## config.mk

```make
export PLATFORM = sky130hd
export DESIGN_NAME = typed_length_frame_deframer_unit
export DESIGN_NICKNAME = d
export VERILOG_FILES = /design/src/rtl/tlfd_pkg.sv /design/src/rtl/tlfd_cfg.sv /design/src/rtl/tlfd_parser.sv /design/src/rtl/tlfd_outq.sv /design/src/rtl/typed_length_frame_deframer_unit.sv
export SDC_FILE = /design/constraint.sdc
export NUM_CORES = 1
export LEC_CHECK = 0
export BUFFER_PORTS_ARGS = -buffer_cell sky130_fd_sc_hd__buf_2
export CAP_MARGIN = 20
export CORE_MARGIN = 5
export CORE_UTILIZATION = 55
export DETAILED_ROUTE_END_ITERATION = 7
export PLACE_DENSITY = 0.87
export SKIP_CTS_REPAIR_TIMING = 1
export SYNTH_ARGS = -nofsm -noshare
export SYNTH_HDL_FRONTEND = slang
export SYNTH_SLANG_ARGS = --single-unit
```

## constraint.sdc

```tcl
create_clock -name clk -period 4.3 [get_ports clk]
set_input_delay 1.29 -clock clk [delete_from_list [all_inputs] [get_ports clk]]
set_output_delay 1.29 -clock clk [all_outputs]
set_load 0.03 [all_outputs]
```

## src/rtl/tlfd_pkg.sv

```systemverilog
// Package for the typed length frame deframer.
// Shared types, status codes and sizes; no dependencies.
`default_nettype none

package tlfd_pkg;

  localparam int unsigned HdrBytes   = 8;
  localparam int unsigned PosW       = 4;
  localparam int unsigned QueueDepth = 4;
  localparam int unsigned QueuePtrW  = $clog2(QueueDepth);
  localparam int unsigned QueueCntW  = $clog2(QueueDepth + 1);
  localparam int unsigned CfgAddrW   = 4;

  // status codes
  localparam logic [2:0] CodeOk        = 3'd0;
  localparam logic [2:0] CodeShort     = 3'd1;
  localparam logic [2:0] CodeMagic     = 3'd2;
  localparam logic [2:0] CodeVersion   = 3'd3;
  localparam logic [2:0] CodeTooLong   = 3'd4;
  localparam logic [2:0] CodeTruncated = 3'd5;

  // register indexes
  localparam logic [1:0] RegMagicFirst  = 2'd0;
  localparam logic [1:0] RegMagicSecond = 2'd1;
  localparam logic [1:0] RegVersion     = 2'd2;
  localparam logic [1:0] RegMaxLength   = 2'd3;

  // result kinds
  localparam logic KindPayload = 1'b0;
  localparam logic KindStatus  = 1'b1;

  typedef struct packed {
    logic [7:0]  magic_first;
    logic [7:0]  magic_second;
    logic [7:0]  expected_version;
    logic [31:0] max_payload_length;
  } cfg_t;

  typedef struct packed {
    logic        result_kind;
    logic [7:0]  payload_byte;
    logic [7:0]  frame_type;
    logic [31:0] frame_length;
    logic [2:0]  status_code;
    logic        last_result;
  } result_t;

  // up to two results per input byte
  typedef struct packed {
    logic [1:0] count;
    result_t    first;
    result_t    second;
  } push_t;

endpackage

`default_nettype wire

```

## src/rtl/tlfd_cfg.sv

```systemverilog
// APB-style register file for the deframer: magic bytes, version, length limit.
// Depends on tlfd_pkg.
`default_nettype none

module tlfd_cfg
  import tlfd_pkg::*;
(
  input  wire logic                clk,
  input  wire logic                rst_n,
  input  wire logic                psel,
  input  wire logic                penable,
  input  wire logic                pwrite,
  input  wire logic [CfgAddrW-1:0] paddr,
  input  wire logic [31:0]         pwdata,
  output logic      [31:0]         prdata,
  output logic                     pready,
  output cfg_t                     cfg
);

  cfg_t       cfg_r, cfg_nxt;
  logic       wr_en;
  logic [1:0] idx;

  assign pready = 1'b1;
  assign wr_en  = psel & penable & pwrite & pready;
  assign idx    = paddr[3:2];
  assign cfg    = cfg_r;

  always_comb begin
    cfg_nxt = cfg_r;
    if (wr_en) begin
      unique case (idx)
        RegMagicFirst:  cfg_nxt.magic_first        = pwdata[7:0];
        RegMagicSecond: cfg_nxt.magic_second       = pwdata[7:0];
        RegVersion:     cfg_nxt.expected_version   = pwdata[7:0];
        RegMaxLength:   cfg_nxt.max_payload_length = pwdata;
        default:        cfg_nxt = cfg_r;
      endcase
    end
  end

  always_comb begin
    unique case (idx)
      RegMagicFirst:  prdata = {24'd0, cfg_r.magic_first};
      RegMagicSecond: prdata = {24'd0, cfg_r.magic_second};
      RegVersion:     prdata = {24'd0, cfg_r.expected_version};
      RegMaxLength:   prdata = cfg_r.max_payload_length;
      default:        prdata = 32'd0;
    endcase
  end

  always_ff @(posedge clk) begin
    if (!rst_n) begin
      cfg_r <= '0;
    end else begin
      cfg_r <= cfg_nxt;
    end
  end

endmodule

`default_nettype wire

```

## src/rtl/tlfd_parser.sv

```systemverilog
// Per-byte header check, payload count and status generation.
// Depends on tlfd_pkg.
`default_nettype none

module tlfd_parser
  import tlfd_pkg::*;
(
  input  wire logic       clk,
  input  wire logic       rst_n,
  input  wire logic       take,
  input  wire logic [7:0] in_byte,
  input  wire logic       buffer_end,
  input  cfg_t            cfg,
  output push_t           push
);

  logic [PosW-1:0] pos_r, pos_nxt;
  logic [7:0]      type_r, type_nxt;
  logic [31:0]     len_r, len_nxt;
  logic [31:0]     cnt_r, cnt_nxt;
  logic [2:0]      err_r, err_nxt;
  logic [31:0]     len_shift;
  result_t         pay_res, stat_res;
  logic            emit_pay;

  localparam logic [PosW-1:0] HdrEnd  = PosW'(HdrBytes);
  localparam logic [PosW-1:0] HdrLast = PosW'(HdrBytes - 1);

  assign len_shift = {len_r[23:0], in_byte};

  always_comb begin
    pos_nxt  = pos_r;
    type_nxt = type_r;
    len_nxt  = len_r;
    cnt_nxt  = cnt_r;
    err_nxt  = err_r;
    emit_pay = 1'b0;
    pay_res  = '0;
    stat_res = '0;
    push     = '0;

    if (take) begin
      if (pos_r < HdrEnd) begin
        unique case (pos_r)
          PosW'(0): begin
            if (err_r == CodeOk && in_byte != cfg.magic_first) err_nxt = CodeMagic;
          end
          PosW'(1): begin
            if (err_r == CodeOk && in_byte != cfg.magic_second) err_nxt = CodeMagic;
          end
          PosW'(2): begin
            if (err_r == CodeOk && in_byte != cfg.expected_version) err_nxt = CodeVersion;
          end
          PosW'(3): begin
            type_nxt = in_byte;
          end
          default: begin
            len_nxt = len_shift;
            if (pos_r == HdrLast && err_r == CodeOk &&
                len_shift > cfg.max_payload_length) begin
              err_nxt = CodeTooLong;
            end
          end
        endcase
        pos_nxt = pos_r + PosW'(1);
      end else if (err_r == CodeOk && cnt_r < len_r) begin
        emit_pay             = 1'b1;
        cnt_nxt              = cnt_r + 32'd1;
        pay_res.result_kind  = KindPayload;
        pay_res.payload_byte = in_byte;
        pay_res.frame_type   = type_r;
        pay_res.frame_length = len_r;
      end

      if (buffer_end) begin
        stat_res.result_kind = KindStatus;
        stat_res.last_result = 1'b1;
        stat_res.frame_type   = type_nxt;
        stat_res.frame_length = len_nxt;
        // a short buffer overrides any header error and hides the header fields
        priority if (pos_nxt < HdrEnd) begin
          stat_res.status_code  = CodeShort;
          stat_res.frame_type   = 8'd0;
          stat_res.frame_length = 32'd0;
        end else if (err_nxt != CodeOk) begin
          stat_res.status_code = err_nxt;
        end else if (cnt_nxt < len_nxt) begin
          stat_res.status_code = CodeTruncated;
        end else begin
          stat_res.status_code = CodeOk;
        end
        pos_nxt  = '0;
        type_nxt = '0;
        len_nxt  = '0;
        cnt_nxt  = '0;
        err_nxt  = CodeOk;
      end

      // payload first, status behind it in the same cycle
      if (emit_pay) begin
        push.first  = pay_res;
        push.second = stat_res;
        push.count  = buffer_end ? 2'd2 : 2'd1;
      end else if (buffer_end) begin
        push.first = stat_res;
        push.count = 2'd1;
      end
    end
  end

  always_ff @(posedge clk) begin
    if (!rst_n) begin
      pos_r  <= '0;
      type_r <= '0;
      len_r  <= '0;
      cnt_r  <= '0;
      err_r  <= CodeOk;
    end else begin
      pos_r  <= pos_nxt;
      type_r <= type_nxt;
      len_r  <= len_nxt;
      cnt_r  <= cnt_nxt;
      err_r  <= err_nxt;
    end
  end

endmodule

`default_nettype wire

```

## src/rtl/tlfd_outq.sv

```systemverilog
// Small result queue: takes up to two results a cycle, hands out one while out_ready is high.
// Depends on tlfd_pkg.
`default_nettype none

module tlfd_outq
  import tlfd_pkg::*;
(
  input  wire logic clk,
  input  wire logic rst_n,
  input  push_t     push,
  output logic      room,
  output logic      out_valid,
  input  wire logic out_ready,
  output result_t   out_res
);

  result_t              slots_r [QueueDepth];
  logic [QueuePtrW-1:0] wr_r, wr_nxt, rd_r, rd_nxt;
  logic [QueueCntW-1:0] cnt_r, cnt_nxt;
  logic                 pop;
  logic [QueuePtrW-1:0] wr_next_slot;

  // room for a full pair of results, without counting this cycle's pop
  assign room         = cnt_r <= QueueCntW'(QueueDepth - 2);
  assign out_valid    = cnt_r != '0;
  assign out_res      = slots_r[rd_r];
  assign pop          = out_valid & out_ready;
  assign wr_next_slot = wr_r + QueuePtrW'(1);

  always_comb begin
    wr_nxt  = wr_r + QueuePtrW'(push.count);
    rd_nxt  = pop ? rd_r + QueuePtrW'(1) : rd_r;
    cnt_nxt = cnt_r + QueueCntW'(push.count) - QueueCntW'(pop);
  end

  always_ff @(posedge clk) begin
    if (push.count != 2'd0) slots_r[wr_r] <= push.first;
    if (push.count == 2'd2) slots_r[wr_next_slot] <= push.second;
  end

  always_ff @(posedge clk) begin
    if (!rst_n) begin
      wr_r  <= '0;
      rd_r  <= '0;
      cnt_r <= '0;
    end else begin
      wr_r  <= wr_nxt;
      rd_r  <= rd_nxt;
      cnt_r <= cnt_nxt;
    end
  end

endmodule

`default_nettype wire

```

## src/rtl/typed_length_frame_deframer_unit.sv

```systemverilog
// Typed length frame deframer, top level. Uses tlfd_pkg, tlfd_cfg,
// tlfd_parser and tlfd_outq.
//
// Takes one buffer byte per clock (tlast on the final byte) and checks the
// 8-byte header: two magic bytes, version, type, big-endian 32-bit length.
// Payload bytes up to the length come out as they arrive, one transfer each;
// the final byte adds a status transfer (tlast high) with type, length and
// code. A byte is taken every cycle as long as the four-entry result queue
// has two free slots, so the input runs at one byte per clock while the
// output keeps up; a final payload byte yields two result transfers.
// Results are registered in the result queue before they reach the output.
// Discard the payload of a frame whose status is not ok.
`default_nettype none

module typed_length_frame_deframer_unit
  import tlfd_pkg::*;
(
  input  wire logic                clk,
  input  wire logic                rst_n,
  // input stream
  input  wire logic                in_tvalid,
  output logic                     in_tready,
  input  wire logic [7:0]          in_tdata,   // [7:0] in_byte
  input  wire logic                in_tlast,   // buffer_end
  // result stream
  output logic                     out_tvalid,
  input  wire logic                out_tready,
  output logic [55:0]              out_tdata,  // [7:0] payload_byte, [15:8] frame_type,
                                               // [47:16] frame_length, [50:48] status_code
  output logic                     out_tuser,  // result_kind
  output logic                     out_tlast,  // last_result
  // configuration
  input  wire logic                cfg_psel,
  input  wire logic                cfg_penable,
  input  wire logic                cfg_pwrite,
  input  wire logic [CfgAddrW-1:0] cfg_paddr,
  input  wire logic [31:0]         cfg_pwdata,
  output logic      [31:0]         cfg_prdata,
  output logic                     cfg_pready
);

  cfg_t    cfg;
  push_t   push;
  result_t res;
  logic    room;
  logic    take;

  assign in_tready = room;
  assign take      = in_tvalid & in_tready;

  tlfd_cfg u_cfg (
    .clk     (clk),
    .rst_n   (rst_n),
    .psel    (cfg_psel),
    .penable (cfg_penable),
    .pwrite  (cfg_pwrite),
    .paddr   (cfg_paddr),
    .pwdata  (cfg_pwdata),
    .prdata  (cfg_prdata),
    .pready  (cfg_pready),
    .cfg     (cfg)
  );

  tlfd_parser u_parser (
    .clk        (clk),
    .rst_n      (rst_n),
    .take       (take),
    .in_byte    (in_tdata),
    .buffer_end (in_tlast),
    .cfg        (cfg),
    .push       (push)
  );

  tlfd_outq u_outq (
    .clk       (clk),
    .rst_n     (rst_n),
    .push      (push),
    .room      (room),
    .out_valid (out_tvalid),
    .out_ready (out_tready),
    .out_res   (res)
  );

  assign out_tdata = {5'd0, res.status_code, res.frame_length, res.frame_type,
                      res.payload_byte};
  assign out_tuser = res.result_kind;
  assign out_tlast = res.last_result;

endmodule

`default_nettype wire
```

After elaboration in Yosys (flattened, before gate mapping)
Memories as Yosys holds them, arrays and structs flattened. A register that Yosys moved wholly into a read port is not among the register bits. Index checks and enable logic that the tools add are counted.

Muxes and demuxes: 45. Add/sub/neg operators: 7. Order comparisons: 6. Equal/unequal tests: 11. Reduce and logical (&&, ||, !) cells: 17. Bitwise logic cells: 4.

Operators by type and width (number): $mux W32 (8); $pmux W32 S4 (1); $mux W108 (1); $lt A32 B32 Y1 (2); $mux W55 (1); $mux W54 (1); $mux W53 (1); $mux W49 (1); $mux W48 (1); $mux W44 (1); $mux W40 (1); $add A32 B1 Y32 const B (1); $gt A32 B32 Y1 (1); $mux W3 (10); $mux W8 (3); $ne A8 B8 Y1 (3); $mux W4 (3); $pmux W3 S4 (1); $eq A4 B2 Y1 const B (2); $lt A4 B4 Y1 const B (2); $mux W1 (8); $reduce_and A2 Y1 (4); $eq A2 B2 Y1 const B (3); $logic_and A1 B1 Y1 (6); 17 further kinds (24).

Input port bits: 52. Register bits: 142. RAM bits: 212. Word-level logic and storage cells: 103. Memories kept: 1. Output and inout port bits: 93.

Memories: u_outq.slots_r (depth 4, width 53, rd ports 1, clocked after memory_dff 1, write ports 2, line tlfd_outq.sv:17) `result_t slots_r [QueueDepth];`.

Longest topological paths before layout
Depth after elaboration: 17. Gate-level depth with buffers: 21.

Hierarchy
A second synthesis with hierarchy kept.

Cells, all modules: 1955. Area total of the unflattened synthesis: 21389.3 sq um.

By module, submodules not included: tlfd_outq (cells each 563, instances 1, area each 10767.8 sq um, seq. area each 6546.3 sq um); tlfd_parser (cells each 1122, instances 1, area each 8036.5 sq um, seq. area each 1581.5 sq um); tlfd_cfg (cells each 263, instances 1, area each 2537.4 sq um, seq. area each 1121.1 sq um); typed_length_frame_deframer_unit (cells each 7, instances 1, area each 47.5 sq um, seq. area each 0.0 sq um).

Least setup slack after synthesis
OpenSTA, ideal clock, no wires.

Kind: reg-to-reg. Start: reg u_parser.len_r[30]. End: mem u_outq.slots_r[2][0] in the netlist's numbering, enable pin. Data required time: 3.902 ns. Path buffers: 2. Setup time: 0.398 ns. Slack: -0.309 ns. Arrival time: 4.211 ns. Cell stages (with the launch flop): 17. Path through: dfxtp_1 -> inv_1 -> ha_1 -> a21oi_1 -> nand2_1 -> a221o_1 -> a211o_1 -> a21oi_2 -> clkbuf_1 -> inv_1 -> ha_1 -> clkbuf_1 -> nor2_1 -> a21oi_1 -> nor3b_1 -> nor2_1 -> inv_1.

RTL lines: start: declaration (line tlfd_parser.sv:19) `logic [31:0] len_r, len_nxt;`; start signal: assignment (line tlfd_parser.sv:121) `len_r <= len_nxt;`; end: declaration (line tlfd_outq.sv:17).

==> results.txt <==
The startpoint identified for the worst register-to-register timing path is u_parser.len_r[2]. The Yosys step of the flow raised 0 warnings. Type of the worst setup path: flop to flop.

In this run the worst setup path begins at u_parser.len_r[2]. The initial DRC count was 2199; the y dimension of the die was 196 um. For the finished layout, the period the worst path requires is 4.47 ns.

The flip-flop and latch count after synthesis is 352, and the residual DRC count is 1. Summing the areas of all and, or, nand and nor instances in the mapped netlist gives 11.4% of the synthesized area. 145 I/O pins were placed. After detailed placement, the total cell area comes to 0.0218 mm^2. The run gives 16700 as the number of global-route vias before repair.

Dominant register cell in the synthesized netlist: edfxtp_1. After legalization and detailed placement, the total HPWL measured 39300 um. Derived from the worst setup path, the maximum achievable clock frequency is 224 MHz. For the count of standard-cell rows, the log shows 68.

The worst setup path is captured at a flop. Across all hold checks on the routed design, the worst slack comes to 0.453 ns. The number of flops mapped to enable cells by yosys is 176.

The run gives -0.17 ns as the internal reg-to-reg setup slack. The arrival time of the worst setup path came out at 4.74 ns. Summing all non-filler instances in the final layout gives an area of 0.0233 mm^2. In this run, CTS created clock tree buffers numbering 38. The global-route wire length before repair is 91200 um.

The most frequent cell after synthesis was nor2_1. Pin count of the biggest net entering global routing: 96. The flow ran to the end, but the final reports show violations.

Setup repair after global routing could not meet its margin everywhere. The starting density of the core is 55.5%, and the worst max-slew margin expressed relative to the limit is 28.7%. After synthesis, the mean cell area works out to 10.3 um^2. Dividing the detail-routed via count by the number of cells gives 6.50. Setup violations remaining at the end of the flow were counted as 8.

The combined flip-flop and latch cell area came out at 0.00882 mm^2. The filler cell count is 2448. Across the run, the number of max-cap violations was 0. The number of iterations in the first detailed-routing pass is 8, and the synthesized-area fraction occupied by ao, oa, aoi and oai cells is 19.1%. The worst register-to-register path has a depth of 21. The final-report hold violation count was 0; the worst-case clock skew was 0.0266 ns. For the worst-skew pair, the clock arrives at the later sink with an insertion delay of 0.54 ns.

The tools report the final weighted congestion in routability-driven placement as 0.926. The highest net fanout along the worst path came out at 7. At the end of the flow, the number of nets in the layout was 2279.

After floorplanning, the core was sized to cover 0.0344 mm^2. The H-tree was split into 2 levels. The number of inserted diodes is 0, and the area fraction of the dominant cell type after synthesis is 27.7%. Of all flip-flops after synthesis, the portion carrying an async set or reset was 0%. Across all layers, the routed design uses 16900 vias.

The total overflow left after global routing is 0. The tools report the final number of max-transition violations as 0. STA classifies the critical path startpoint as a flop. Counting instances, the worst hold path has a depth of 2. The cell area that synthesis handed to floorplanning was 0.0191 mm^2. Yosys mapped the design onto 67 distinct sky130hd cell types. TritonCTS built the clock tree. For the multi-input gate area in the final layout, the log shows 0.00976 mm^2.

Compared with the post-synthesis result, the final layout area differs by 22.3%. The multiplexer area fraction after synthesis was 8.93%; the clock transition at the register clock pins on the worst setup and hold paths after CTS was 0.06 ns. The run gives 352 as the number of sinks on the clock net.

In the synthesized netlist, the number of instances is 1850. Capturing instance or port of the critical path: u_outq.slots_r[1][1]. The total power divided by cell area is 369 mW/mm^2. The tools report the cell at the root of the clock tree as clkbuf_16. The final reports fail on DRC, setup timing. Summed over all cells, the static leakage comes to 8.71 nW. The worst-case setup margin in the final layout is -0.169 ns, and the width of the die is 196 um. For the pin with the worst max-slew slack, the measured transition is 1.07 ns. The count of nets left with antenna violations after detail routing was 0; the maximum root-to-sink buffer count was 3. Global routing used 29.6% of the available tracks. After synthesis, flip-flops and latches occupy 46.2% of the total area. The synthesized netlist devotes 2.76% of its cell area to XOR and XNOR gates.

For the initial antenna violation count, the log shows 0. By area the synthesized netlist is led by edfxtp_1 28%, dfxtp_1 18%, mux4_2 7.1%, ha_1 6.9%, a21oi_1 4.6%. After detailed routing, the average wire length per cell comes to 22.6 um. After synthesis, the largest family of logic cells by area is compound AO/OA/AOI/OAI gates.

The worst path uses 104% of the clock period. edfxtp_1 takes more of the synthesized area than any other cell. Of the total synthesized cell area, the portion taken by full adders, half adders and majority gates is 6.99%. The tools report the total wirelength of the detailed-routed design as 58800 um. Sorting the synthesized cells by how often they occur yields 186 x nor2_1, 176 x dfxtp_1, 176 x edfxtp_1, 174 x a21oi_1, 114 x clkbuf_1. The worst-case IR drop observed on VDD is 0.000303 V.

Terminus of the critical flop-to-flop path: u_outq.slots_r[1][1]. Port buffering added 136 buffers. The tools report the data required time of the critical path as 4.57 ns. The die covers 0.0385 mm^2. The layout cell share with drive strength beyond 1 came out at 26.4%.

The tightest min-delay check is of the flop to flop type.
layout make-up:
| type | instances | share of cell area, % |
|---|---|---|
| timing repair buffer | 369 | 11.3 |
| clock inverter | 17 | 0.751 |
| sequential | 352 | 37.8 |
| clock buffer | 51 | 4.54 |
| tap | 455 | 2.44 |
| multi-input combinational | 1279 | 41.8 |
| inverter | 81 | 1.38 |
worst min path at each step:
stage | startpoint | endpoint | slack, ns
2_1_floorplan | u_cfg.cfg[10] | u_cfg.cfg[10] | 0.44
3_3_place_gp | u_cfg.cfg[11] | u_cfg.cfg[11] | 0.44
3_5_place_dp | u_cfg.cfg[29] | u_cfg.cfg[29] | 0.45
4_1_cts | u_cfg.cfg[20] | u_cfg.cfg[20] | 0.45
5_1_grt | u_cfg.cfg[18] | u_cfg.cfg[18] | 0.48
6_report | u_cfg.cfg[20] | u_cfg.cfg[20] | 0.45
layer usage:
layer  GRT usage (%)  vias up  routed length [um]
met4            9.75        0                1810
met2            48.9     1157               27800
li1                -     7509                   -
met3            5.98      183                7010
met1            39.4     8079               22100
met5               0        -                   0
flip-flops by register name (all words and copies together) (netlist names), named ones only:
| register | count |
|---|---|
| u_parser.len_r | 32 |
| u_outq.cnt_r | 3 |
| u_parser.cnt_r | 32 |
| u_outq.slots_r | 208 |
| u_outq.wr_r | 2 |
| u_outq.rd_r | 2 |
| u_parser.pos_r | 4 |
| u_cfg.cfg | 56 |
| u_parser.type_r | 8 |
| u_parser.err_r | 3 |
report_power, final:
group          switching, mW  leakage, nW  internal (mW)
clock network           1.37        0.620           1.92
registers              0.101         3.13           3.60
logic                   1.04         4.96          0.590
total                   2.51         8.71           6.11
through the flow:
stage	setup WS [ns]	setup TNS (ns)	instances	util, %	power (mW)
3_3_place_gp	-0.423	-3.69	2531	63.2	5.34
3_5_place_dp	-0.573	-3.70	2533	63.3	5.38
4_1_cts	-0.616	-4.11	2601	66.9	8.60
6_report	-0.169	-0.873	2604	67.9	8.62
5_1_grt	-0.347	-2.63	2604	67.9	8.87
2_1_floorplan	-0.0607	-4.13	1854	-	4.88
worst max-delay path, stage by stage (launching register included):
cell and delay [ns]:
dfxtp_2 0.33, inv_2 0.05, ha_4 0.22, a211o_1 0.29, a31oi_4 0.18, o311a_1 0.26
o41ai_4 0.11, buf_4 0.19, a2111oi_4 0.36, buf_6 0.18, buf_4 0.13, nand2_1 0.09
xnor2_1 0.14, ha_1 0.31, nand4_1 0.13, nor2_2 0.21, o21ai_1 0.09, a21oi_1 0.15
buf_4 0.16, nor4_4 0.05, a311oi_4 0.42, o22ai_1 0.15
cells by family after synthesis:
kind of cell    count (synthesis)
compound gates                538
simple gates                  474
flops                         352
buf+inv                       223
fa+ha+maj                     106
mux                            95
xor+xnor                       60
other cells                     2
layout by cell type, fill, tap and decap left out, types with 42 or more instances in the layout:
cell	n
a21oi_1	171
buf_2	136
buf_4	213
dfxtp_1	168
edfxtp_1	176
ha_1	99
inv_1	74
mux4_2	60
nand2_1	111
nor2_1	177
o22ai_1	81
o2bb2ai_1	80
xnor2_1	42
(Power assumes the default switching activity.)
